File: config.mk
export PLATFORM = sky130hd
export DESIGN_NAME = lru_page_replacement
export DESIGN_NICKNAME = d
export VERILOG_FILES = /design/src/hw/rtl/lrupr_pkg.sv /design/src/hw/rtl/lrupr_core.sv /design/src/hw/rtl/lru_page_replacement.sv
export SDC_FILE = /design/constraint.sdc
export NUM_CORES = 1
export LEC_CHECK = 0
export BUFFER_PORTS_ARGS = -buffer_cell sky130_fd_sc_hd__clkbuf_2
export CAP_MARGIN = 20
export CELL_PAD_IN_SITES_DETAIL_PLACEMENT = 1
export CELL_PAD_IN_SITES_GLOBAL_PLACEMENT = 1
export CORE_MARGIN = 3
export CORE_UTILIZATION = 47
export DETAILED_ROUTE_END_ITERATION = 8
export MAX_ROUTING_LAYER = met4
export PLACE_DENSITY_LB_ADDON = 0.12
export SYNTH_ARGS = -nofsm -noshare
export SYNTH_HDL_FRONTEND = slang
export SYNTH_SLANG_ARGS = --single-unit
File: constraint.sdc
create_clock -name clk -period 6.6 [get_ports clk]
set_input_delay 1.32 -clock clk [delete_from_list [all_inputs] [get_ports clk]]
set_output_delay 1.32 -clock clk [all_outputs]
set_load 0.02 [all_outputs]
File: src/hw/rtl/lrupr_pkg.sv
// Shared constants and types for the LRU page replacement block.
// No dependencies; imported by the core and the top level.
`timescale 1ns / 1ps

package lrupr_pkg;

	localparam int MAX_FRAMES = 8;
	localparam int PAGE_BITS  = 8;
	localparam int FRAME_W    = $clog2(MAX_FRAMES);
	localparam int CFG_W      = 4;
	localparam int FAULT_W    = 16;

	localparam logic [FAULT_W-1:0] FAULT_MAX = {FAULT_W{1'b1}};
	localparam logic [CFG_W-1:0]   FRAMES_RESET = CFG_W'(MAX_FRAMES);

	// Register indexes of the configuration port.
	localparam logic REG_FRAMES_IN_USE = 1'b0;

	typedef struct packed {
		logic                 hit;
		logic [FRAME_W-1:0]   frame_index;
		logic                 evicted_valid;
		logic [PAGE_BITS-1:0] evicted_page;
		logic [FAULT_W-1:0]   fault_count;
	} lrupr_result_t;

endpackage

File: src/hw/rtl/lrupr_core.sv
// Frame table, recency ranks and fault counter with the combinational lookup.
// Depends on lrupr_pkg.
`timescale 1ns / 1ps

module lrupr_core
	import lrupr_pkg::*;
(
	input  logic                 clk,
	input  logic                 arst_n,
	input  logic                 en,
	input  logic [PAGE_BITS-1:0] page,
	input  logic [CFG_W-1:0]     frames_in_use,
	output lrupr_result_t        res
);

	logic [PAGE_BITS-1:0]  page_q  [MAX_FRAMES];
	logic [MAX_FRAMES-1:0] valid_q;
	logic [FRAME_W-1:0]    rank_q  [MAX_FRAMES];
	logic [FAULT_W-1:0]    faults_q;

	logic [MAX_FRAMES-1:0] act, hit_vec, empty_vec, lru_vec;
	logic                  hit, any_empty;
	logic [FRAME_W-1:0]    f, f_lru, old_rank;
	logic [FRAME_W-1:0]    rank_d  [MAX_FRAMES];
	logic [FAULT_W-1:0]    faults_d;

	function automatic logic [FRAME_W-1:0] first_set(input logic [MAX_FRAMES-1:0] vec);
		logic [FRAME_W-1:0] idx;
		idx = '0;
		for (int k = MAX_FRAMES - 1; k >= 0; k--) begin
			if (vec[k]) idx = FRAME_W'(k);
		end
		return idx;
	endfunction

	always_comb begin
		for (int k = 0; k < MAX_FRAMES; k++) begin
			// Frame 0 always takes part, so a count of zero acts as one.
			act[k]       = (k == 0) || (32'(k) < 32'(frames_in_use));
			hit_vec[k]   = act[k] && valid_q[k] && (page_q[k] == page);
			empty_vec[k] = act[k] && !valid_q[k];
			lru_vec[k]   = act[k];
			for (int j = 0; j < MAX_FRAMES; j++) begin
				if (j != k && act[j] && rank_q[j] < rank_q[k]) lru_vec[k] = 1'b0;
			end
		end
		hit       = |hit_vec;
		any_empty = |empty_vec;
		f_lru     = first_set(lru_vec);
		if (hit) begin
			f = first_set(hit_vec);
		end else if (any_empty) begin
			f = first_set(empty_vec);
		end else begin
			f = f_lru;
		end

		old_rank = rank_q[f];
		for (int k = 0; k < MAX_FRAMES; k++) begin
			if (rank_q[k] > old_rank) rank_d[k] = rank_q[k] - 1'b1;
			else                      rank_d[k] = rank_q[k];
		end
		rank_d[f] = FRAME_W'(MAX_FRAMES - 1);

		if (!hit && faults_q != FAULT_MAX) faults_d = faults_q + 1'b1;
		else                               faults_d = faults_q;

		res.hit           = hit;
		res.frame_index   = f;
		res.evicted_valid = !hit && !any_empty;
		res.evicted_page  = (!hit && !any_empty) ? page_q[f_lru] : '0;
		res.fault_count   = faults_d;
	end

	always_ff @(posedge clk or negedge arst_n) begin
		if (!arst_n) begin
			valid_q  <= '0;
			faults_q <= '0;
			for (int k = 0; k < MAX_FRAMES; k++) rank_q[k] <= FRAME_W'(k);
		end else if (en) begin
			if (!hit) valid_q[f] <= 1'b1;
			faults_q <= faults_d;
			for (int k = 0; k < MAX_FRAMES; k++) rank_q[k] <= rank_d[k];
		end
	end

	// Page tags need no reset: a tag is only compared while its valid bit is set.
	always_ff @(posedge clk) begin
		if (en && !hit) page_q[f] <= page;
	end

endmodule

File: src/hw/rtl/lru_page_replacement.sv
// Top level of the LRU page replacement block: stream ports, APB register, pipeline.
// Depends on lrupr_pkg and lrupr_core.
`timescale 1ns / 1ps

// Each transaction on the input stream carries one referenced page number and
// produces exactly one result transaction. A page is looked up in the active
// frames (0 .. frames_in_use-1); on a hit that frame becomes most recent, on a
// fault the page fills the lowest empty active frame or replaces the least
// recently used one, and a fault counter saturating at 65535 advances. The
// block accepts one page per clock cycle while the result stream is not
// stalled: the page is held in an input register, the eight tag compares, the
// rank search and the rank update run combinationally behind it, and the
// result lands in the output register. The frame state is updated together
// with the output register, so the next page sees it without a bubble. The
// frames_in_use register sits at byte address 0; a count of zero acts as one and
// counts above eight act as eight. Frames outside the active range keep their
// pages and rejoin with them when the count grows again.

module lru_page_replacement
	import lrupr_pkg::*;
(
	input  logic        clk,
	input  logic        arst_n,
	// Input stream.
	input  logic        s_tvalid,
	output logic        s_tready,
	input  logic [7:0]  s_tdata,   // [7:0] page
	// Result stream.
	output logic        m_tvalid,
	input  logic        m_tready,
	output logic [31:0] m_tdata,   // [0] hit, [3:1] frame_index, [4] evicted_valid,
	                               // [12:5] evicted_page, [28:13] fault_count, rest zero
	// Configuration port.
	input  logic        psel,
	input  logic        penable,
	input  logic        pwrite,
	input  logic [2:0]  paddr,
	input  logic [31:0] pwdata,
	output logic [31:0] prdata,
	output logic        pready
);

	logic [CFG_W-1:0]     frames_q;
	logic                 valid_s1;
	logic [PAGE_BITS-1:0] page_s1;
	logic                 out_valid_q;
	lrupr_result_t        result_q;
	lrupr_result_t        res;
	logic                 advance;

	// Configuration register. Only the low four bits of a write are kept, and
	// addresses with paddr[2] set are ignored, while addresses 0 to 3 all select it.
	assign pready = 1'b1;
	assign prdata = (paddr[2] == REG_FRAMES_IN_USE) ? 32'(frames_q) : '0;

	always_ff @(posedge clk or negedge arst_n) begin
		if (!arst_n) begin
			frames_q <= FRAMES_RESET;
		end else if (psel && penable && pwrite && pready &&
		             paddr[2] == REG_FRAMES_IN_USE) begin
			frames_q <= pwdata[CFG_W-1:0];
		end
	end

	// The held page moves on whenever the output register is empty or is being
	// emptied in this cycle, and the input register refills in the same cycle.
	assign advance  = valid_s1 && (!out_valid_q || m_tready);
	assign s_tready = !valid_s1 || advance;

	always_ff @(posedge clk or negedge arst_n) begin
		if (!arst_n) begin
			valid_s1    <= 1'b0;
			out_valid_q <= 1'b0;
		end else begin
			if (s_tready) valid_s1 <= s_tvalid;
			if (advance)            out_valid_q <= 1'b1;
			else if (m_tready)      out_valid_q <= 1'b0;
		end
	end

	always_ff @(posedge clk) begin
		if (s_tready && s_tvalid) page_s1 <= s_tdata[PAGE_BITS-1:0];
		if (advance)              result_q <= res;
	end

	lrupr_core u_core (
		.clk           (clk),
		.arst_n        (arst_n),
		.en            (advance),
		.page          (page_s1),
		.frames_in_use (frames_q),
		.res           (res)
	);

	assign m_tvalid = out_valid_q;
	assign m_tdata  = {3'b000, result_q.fault_count, result_q.evicted_page,
	                   result_q.evicted_valid, result_q.frame_index, result_q.hit};

endmodule

# Word-level counts from Yosys, hierarchy flattened
# Memories as Yosys holds them, arrays and structs flattened. A register that Yosys moved wholly into a read port is not among the register bits.
# Index checks and enable logic that the tools add are counted.
# W data, S select, Z words.
[totals]
register_bits = 83
ramBits = 64
inputBits = 50
output_inout_bits = 67
word_cells = 320
mem_count = 1
[op_classes]
addsub = 9
magnitude_cmp = 75
n_eq_ne = 9
n_mux = 103
bitwise_logic = 5
n_reduce_logical = 100
[memory_table]
columns = ["name", "words", "width", "read_ports", "rd_clocked_by_memory_dff", "write_ports", "line", "text"]
rows = [
  ["u_core.page_q", 8, 8, 9, 1, 1, "lrupr_core.sv:16", "logic [PAGE_BITS-1:0] page_q [MAX_FRAMES];"],
]
[op_table]
columns = ["operator", "n"]
rows = [
  ["$lt A3 B3 Y1", 56],
  ["$mux W3", 37],
  ["$logic_and A1 B1 Y1", 81],
  ["$eq A8 B8 Y1", 8],
  ["$mux W1", 61],
  ["$gt A3 B3 Y1", 8],
  ["$or A24 B24 Y24", 1],
  ["$sub A3 B1 Y3 const B", 8],
  ["$add A16 B1 Y16 const B", 1],
  ["$lt A3 B4 Y1 const A", 4],
  ["$mux W16", 1],
  ["$ne A16 B16 Y1 const B", 1],
  ["$reduce_or A8 Y1", 2],
  ["$logic_not A1 Y1", 13],
  ["$bmux W3 S3", 1],
  ["$demux W3 S3", 1],
  ["$lt A2 B4 Y1 const A", 2],
  ["$or A8 B8 Y8", 1],
  ["$ge A4 B4 Y1 const B", 1],
  ["$lt A1 B4 Y1 const A", 1],
  ["$lt A3 B4 Y1 const B", 1],
  ["$lt A4 B1 Y1 const B", 1],
  ["$mux W4", 1],
  ["$not A3 Y4", 1],
  ["other kinds (6)", 8],
]

# Longest topological paths before layout
# Gate-level depths: netlist of run 1.
[depth]
ltp_word = 25
depth_mapped = 21

# Hierarchy
# From an unflattened synthesis of run 1, not the netlist that was laid out.
[hier_totals]
hier_cells = 1036
hier_area_um2 = 11126.9
[by_module_without_submodules]
columns = ["module", "n_inst", "cells_each", "area_each_um2"]
rows = [
  ["lrupr_core", 1, 944, 9474.1],
  ["lru_page_replacement", 1, 92, 1652.8],
]

# Worst setup path after synthesis of run 1
# OpenSTA, ideal clock, no wires.
[synth_timing]
path_type = "flip-flop to flip-flop"
from = "register u_core.rank_q[11] (netlist bit)"
to = "register u_core.rank_q[3] (netlist bit)"
setup_time_ns = 0.125
t_arrival_ns = 4.769
setup_slack_ns = 1.706
stages_incl_launch_ff = 21
period_less_slack_ns = 4.894
cell_sequence = "dfstp_2 -> inv_1 -> ha_1 -> nand3b_1 -> o2bb2ai_1 -> or4_1 -> a211oi_2 -> a211o_1 -> a21boi_2 -> a2bb2oi_4 -> clkbuf_1 -> nor2_1 -> a211oi_1 -> a31oi_1 -> a21oi_1 -> ha_1 -> inv_1 -> or4_1 -> and4_1 -> nor2_1 -> mux2_2"
[synth_via]
elab_chain_cells = 22
word_cells_on_any_way = 81
[synth_lines]
columns = ["item", "line", "text"]
rows = [
  ["from (decl)", "lrupr_core.sv:18", "logic [FRAME_W-1:0] rank_q [MAX_FRAMES];"],
  ["$lt A3 B3 Y1", "lrupr_core.sv:44", "if (j != k && act[j] && rank_q[j] < rank_q[k]) lru_vec[k] = 1'b0;"],
  ["$mux W1 or $logic_and A1 B1 Y1 (tied branches)", "lrupr_core.sv:44", ""],
  ["$mux W1 (3 in series)", "lrupr_core.sv:44", ""],
  ["$mux W1 or $mux W3 (tied branches) (3 in series)", "lrupr_core.sv:44, lrupr_core.sv:31", ""],
  ["$mux W3 (5 in series)", "lrupr_core.sv:31", "if (vec[k]) idx = FRAME_W'(k);"],
  ["$mux W3", "lrupr_core.sv:52", "end else if (any_empty) begin"],
  ["$mux W3", "lrupr_core.sv:50", "if (hit) begin"],
  ["$not A3 Y4 (implied by the code)", "lrupr_core.sv:58, lrupr_core.sv:63", ""],
  ["$bmux W3 S3", "lrupr_core.sv:58", "old_rank = rank_q[f];"],
  ["$mux W3 (implied by the code) (2 in series)", "lrupr_core.sv:58", ""],
  ["$gt A3 B3 Y1", "lrupr_core.sv:60", "if (rank_q[k] > old_rank) rank_d[k] = rank_q[k] - 1'b1;"],
  ["$mux W3", "lrupr_core.sv:60", ""],
  ["$or A24 B24 Y24 (no source line) *", "--", ""],
]
# Mark *: on every way between the ends. The rest lies on a longest branch, timed or not. The select of a mux whose other input is x is not followed.
# A chain may end at the register's enable or synchronous reset.

==> results by group, run 1 <==
Clocking
  • Clock-pin slew on the worst setup and hold paths: approximately 0.080 ns
  • Resized cells post-CTS: 0
  • CTS Buffer Depth: 2
  • Hold-fix buffers, CTS: 0
  • Post-CTS setup buffer count: 0
  • Root Driver: clkbuf_16
  • CTS tree: built
  • CTS Sinks: between 150 and 200
  • Later-pin clock latency in the skew report: 0.44 ns
  • H-tree depth: 4
  • Inserted Clock Buffers: 17

Layout
  • # diodes: 0
  • Area growth syn-to-layout: 9.947%
  • Fraction of layout cells with a size suffix above 1: 15.04%
  • Fillers: approximately 2,500
  • Most frequent cells in the layout: 109 x ha_1, 106 x nand2_1, 101 x edfxtp_1
  • Commonest non-fill, non-tap cell in the layout: ha_1
  • Fin nets: 1,270

Floorplan
  • FP Rows: 55
  • Die X: 158.2 um
  • I/O pin cnt: between 100 and 150
  • Die height: roughly 160 um
  • Die Area: approximately 25,000 um^2
  • CORE AREA: between 20,000 and 25,000 um^2
  • Initial cell density of the core: between 40 and 50%

Worst hold path
  • Worst hold path cell count: 1
  • Worst Hold Class: flip-flop to flip-flop
  • Hold_sp: valid_s1
  • Worst Hold Path EP: m_tvalid

Logic synthesis
  • Yosys cell types: just over 80
  • Yosys reg bits: around 160
  • Post-synthesis adder-cell area fraction: 12.53%
  • Synth Area in XOR/XNOR: 7.567%
  • Simple-gate area share of the yosys netlist: roughly 15%
  • Post-synth EDFFs: 101
  • Yosys warning count: 0
  • Gate Count Post-Synth: 1,057
  • Avg Synthesized Cell Area: 10.29 um^2
  • Cell Area, Synth: between 10,000 and 15,000 um^2
  • Compound-Gate Fraction of Synth Area: between 10% and 20%
  • Fraction of registers with async set/reset: 34.84%
  • Top_reg_cell synth: edfxtp_1
  • Post-synthesis mux area share: ~4.2%
  • Post-synthesis sequential area ratio: between 40% and 50%
  • Largest family of logic cells by synthesized area: compound AO/OA/AOI/OAI gates

STA
  • Max_slew headroom: approximately 27%
  • Final Max Slew Viols: 0
  • Tmin final: around 5.8 ns
  • Final Setup Violations: 0
  • Achievable frequency: between 150 and 200 MHz
  • Worst Tran Pin Value: between 1 and 1.5 ns
  • Final hold vios: 0
  • Worst Skew: around 0.017 ns
  • Crit share post-route: about 88%
  • RSZ-0062 raised after global routing: false
  • Setup TNS: 0 ns

Worst setup path
  • WP data required: ~7 ns
  • RR Startpoint: u_core.rank_q[13]
  • CP arrival: 6.18 ns
  • Critical path endpoint category: flip-flop
  • Startpoint types: flip-flop
  • Slack of the worst reg-to-reg path: about 0.78 ns
  • CP most frequent cell: a21oi_1
  • CP bufs+invs: 2
  • Critical path's slowest cell: dfstp_2
  • R2r endpoint: u_core.rank_q[23]
  • WS Path Type: flip-flop to flip-flop
  • Crit-path leading delay family: compound AO/OA/AOI/OAI gates
  • Crit-path max FO: 19
  • Worst path cell trace: inv_1 > ha_1 > nor2b_1 > o311ai_1 > a21oi_1 > a2111oi_1 > a21oi_1 > a21boi_2 > a2bb2oi_4 > inv_2 > a2111oi_0 > mux2_2 > or2_1 > o211ai_2 > or4_1 > nand3_1
  • Reg2Reg Depth: 16
  • Slowest stage delay, CP: 0.62 ns

GRT
  • First-pass GRT wire length: between 50,000 and 60,000 um
  • Vias in the first global route: roughly 9,000
  • Largest net degree at the start of global routing: 55
  • Initial antenna violation count: 0
  • GR Overflow Total: 0
  • Tot GR Track Use: a little over a quarter

Detailed routing
  • Drt total wl: approximately 32,000 um
  • Pre-antenna DRT Iters: 5
  • Via density: just over 6
  • Drt wl/cell: 22.81 um
  • Number of remaining DRC errors: 0
  • 1st-iter DRT viols: approximately 500
  • Vias: about 8,600
  • ANT nets after route: 0

Placed design
  • Final RePlAce weighted congestion: 0.8744
  • Detailed Place HPWL: about 23,000 um
  • PortBufs: 54

Run status
  • Status: finished, final reports clean

Run
  • Max_cap viols: 0
## cell usage after synthesis, types with 24 or more instances
cell type	count	area share, %
nand2_1	106	3.7
o21ai_0	35	1.6
dfrtp_1	41	9.4
inv_1	44	1.5
a21oi_1	48	2.2
ha_1	109	13
nand3_1	36	1.7
edfxtp_1	101	28
xor2_1	40	3.2
xnor2_1	54	4.3
nor2_1	49	1.7
nand3b_1	24	1.7
buf_4	36	2.5
## worst register-to-register path, delay by kind of cell (launching register included)
kind	cells	cell delay, ns
AOI/OAI and AO/OA	8	2.55
and+or+nand+nor	4	1.29
adders and majority gates	1	0.37
buffers and inverters	2	0.42
muxes	1	0.50
DFF	1	0.62
## final cells by class
class	count	area [um^2]	area share [%]
multi-input combinational	824	6037	50.47
tap	285	356.6	2.981
timing repair buffer	66	360.3	3.012
inverter	47	176.4	1.475
sequential	155	4400	36.78
clock buffer	17	425.4	3.556
clock inverter	15	206.4	1.726
## registers in the layout, summed over array words and instances, names as in the netlist
signal / count
u_core.page_q: 64
m_tdata: 29
u_core.rank_q: 24
u_core.faults_q: 16
page_s1: 8
u_core.valid_q: 8
frames_q: 4
m_tvalid: 1
valid_s1: 1
## per-layer routing
metal  GRT usage [%]  up-vias  wire [um]
met1           37.50     4327      15260
li1                -     4009          -
met5               -        -          0
met2           41.43      212      14750
met3           5.030       36       1489
met4           6.514        0        650
## through the flow
step	utilization [%]	worst slack (ns)	hold slack (ns)	cells	instance area [um^2]
final	52.68	0.7833	0.5043	1409	11960
after global routing	52.68	0.3826	0.5374	1409	11960
after CTS	52.68	0.8970	0.5117	1409	11960
after detailed placement	49.90	0.9285	0.5012	1377	11330
after floorplan	-	1.706	0.4569	1087	10990
after global placement	49.90	1.013	0.4803	1377	11330
## logic make-up after synthesis
| kind of cell | Yosys count |
|---|---|
| adders and majority gates | 109 |
| xor gates and xnor gates | 94 |
| other | 2 |
| and+or+nand+nor | 315 |
| muxes | 42 |
| DFF | 155 |
| buffers and inverters | 108 |
| AOI/OAI and AO/OA | 232 |
## how the worst max path moves through the flow
| stage | start | endpoint | slack (ns) | cells after the start |
|---|---|---|---|---|
| 2_1_floorplan | u_core.rank_q[11] | u_core.rank_q[3] | 1.71 | 20 |
| 3_3_place_gp | u_core.rank_q[13] | u_core.rank_q[20] | 1.01 | 16 |
| 3_5_place_dp | u_core.rank_q[13] | u_core.rank_q[20] | 0.93 | 16 |
| 4_1_cts | u_core.rank_q[13] | u_core.rank_q[20] | 0.90 | 16 |
| 5_1_grt | u_core.rank_q[13] | u_core.rank_q[20] | 0.38 | 16 |
| 6_report | u_core.rank_q[13] | u_core.rank_q[23] | 0.78 | 16 |
Power of run 1 is not shown: default switching activity piles up to over one toggle a cycle in this logic, so the estimate is an artifact.
==> run 2, diff against run 1 <==
Settings changed: GPL_TIMING_DRIVEN from default to 0.
==> results by group, run 2 (same netlist as run 1, synthesis figures left out) <==
Clocking
  • Root Driver: clkbuf_16
  • Later-pin clock latency in the skew report: 0.44 ns (about the same)
  • CTS tree: built
  • H-tree depth: 4 (unchanged)
  • Hold-fix buffers, CTS: 0 (unchanged)
  • Inserted Clock Buffers: 17 (unchanged)
  • CTS Sinks: 155 (unchanged)
  • CTS Buffer Depth: 2 (unchanged)
  • Clock-pin slew on the worst setup and hold paths: 0.08 ns (about the same)

STA
  • Achievable frequency: 161.8 MHz (-5.9%)
  • RSZ-0062 raised after global routing: false
  • Setup TNS: 0 ns (unchanged)
  • Setup WS post-layout: 0.4189 ns (-0.3644 ns)
  • Final Setup Violations: 0 (unchanged)
  • Tmin final: 6.181 ns (+0.3644 ns)
  • Worst hold slack: 0.5066 ns (+0.002327 ns)
  • Crit share post-route: 93.65% (+5.5 points)
  • Worst Tran Pin Value: 1.054 ns (-0.03979 ns)
  • Final Max Slew Viols: 0 (unchanged)
  • Final hold vios: 0 (unchanged)
  • Worst Skew: 0.01456 ns (-0.002501 ns)
  • Max_slew headroom: 29.47% (+2.7 points)

Layout
  • Area growth syn-to-layout: 12.61%
  • Number of flip-flops in the largest register: 64 (unchanged)
  • # diodes: 0 (unchanged)
  • Fraction of layout cells with a size suffix above 1: 17.87% (+2.8 points)
  • Fillers: 2,558 (+0.63%)
  • Reg with most FFs: u_core.page_q
  • Most frequent cells in the layout: 109 x ha_1, 106 x nand2_1, 101 x edfxtp_1
  • Finished Core Util: 53.96% (+1.3 points)
  • Fin nets: 1,321 (+4.0%)
  • Commonest non-fill, non-tap cell in the layout: ha_1

Worst hold path
  • Worst Hold Class: flip-flop to flip-flop

Detailed routing
  • Pre-antenna DRT Iters: 5 (unchanged)
  • ANT nets after route: 0 (unchanged)
  • Number of remaining DRC errors: 0 (unchanged)
  • Via density: 6.110 (+0.30%)
  • 1st-iter DRT viols: 655 (+31%)
  • Drt wl/cell: 23.34 um (+2.3%)
  • Drt total wl: 34,070 um (+6.0%)
  • Vias: 8,921 (+3.9%)

Worst setup path
  • Crit-path max FO: 10 (-9)
  • WP data required: 6.92 ns (-0.05 ns)
  • CP arrival: 6.51 ns (+0.33 ns)
  • WS Path Type: flip-flop to flip-flop
  • Startpoint types: flip-flop
  • Critical path endpoint category: flip-flop

GRT
  • Vias in the first global route: 9,234 (+5.3%)
  • First-pass GRT wire length: 52,990 um (+5.1%)
  • Initial antenna violation count: 0 (unchanged)
  • Tot GR Track Use: 28.57% (+1.5 points)
  • Largest net degree at the start of global routing: 55 (unchanged)
  • GR Overflow Total: 0 (unchanged)

Placed design
  • Detailed Place HPWL: 24,990 um (+8.7%)
  • PortBufs: 54 (unchanged)
  • Place WS: 0.3323 ns (-0.5962 ns)
  • Final RePlAce weighted congestion: 0.8887 (+1.6%)

Floorplan
  • Die height: 158.2 um (unchanged)
  • FP Rows: 55 (unchanged)
  • Die Area: 25,010 um^2 (unchanged)
  • CORE AREA: 22,710 um^2 (unchanged)
  • Die X: 158.2 um (unchanged)
  • I/O pin cnt: 117 (unchanged)
  • Initial cell density of the core: 47.91% (unchanged)

Run
  • Max_cap viols: 0 (unchanged)

Run status
  • Status: finished, final reports clean
## run 2: final timing paths
| check | startpoint | endpoint | slack, ns | depth (start not counted) |
|---|---|---|---|---|
| worst max-delay path | u_core.rank_q[13] | u_core.rank_q[3] | 0.42 | 20 |
| worst min-delay path | valid_s1 | m_tvalid | 0.51 | 1 |
| worst max register to register | u_core.rank_q[13] | u_core.rank_q[3] | 0.42 | 20 |
| worst min register to register | valid_s1 | m_tvalid | 0.51 | 1 |
| max in group asynchronous | arst_n | u_core.valid_q[4] | 5.06 | 1 |
| min in group asynchronous | arst_n | u_core.rank_q[14] | 0.98 | 1 |
## run 2: what timing repair did
action | 4_1_cts | 5_1_grt
setup buffers | 0 | 0
hold endpoints to repair | 0 | 0
setup endpoints to repair | 0 | 3
resized for setup | 0 | 1
## run 2: layer usage
metal  GRT usage, %  part of all wire [%]  vias to the layer above
met5              -                     0                        -
met4          6.432                   1.4                        0
met3          4.046                   5.4                       34
met2          45.46                    47                      282
met1          39.02                    46                     4495
li1               -                     -                     4110
## run 2: worst max-delay path, stage by stage (launching register included)
cell,delay (ns)
dfstp_2,0.64
inv_1,0.28
ha_1,0.39
nor2b_1,0.15
o311ai_1,0.27
a21oi_1,0.11
a2111oi_1,0.59
a21oi_1,0.17
a21boi_2,0.26
a2bb2oi_4,0.30
clkbuf_1,0.37
nor2_1,0.08
a211oi_1,0.22
a31oi_1,0.09
a21oi_2,0.50
ha_1,0.29
inv_1,0.05
or4_1,0.49
and4_1,0.22
nor2_1,0.20
mux2_2,0.37
## run 2: through the flow
step	cells	area, um^2
finish	1460	12250
global route	1460	12250
CTS	1460	12250
detailed placement	1428	11640
global placement	1426	11620
floorplan	1087	10990
## run 2: cell type report
cell class | instances | area, um^2 | share of cell area (%)
tap | 285 | 356.6 | 2.910
buffer | 61 | 386.6 | 3.155
multi-input combinational | 824 | 6033 | 49.24
timing repair buffer | 56 | 285.3 | 2.328
sequential | 155 | 4400 | 35.91
clock buffer | 18 | 450.4 | 3.676
clock inverter | 14 | 162.7 | 1.327
inverter | 47 | 177.7 | 1.450
Power of run 2 is left out for the same reason.
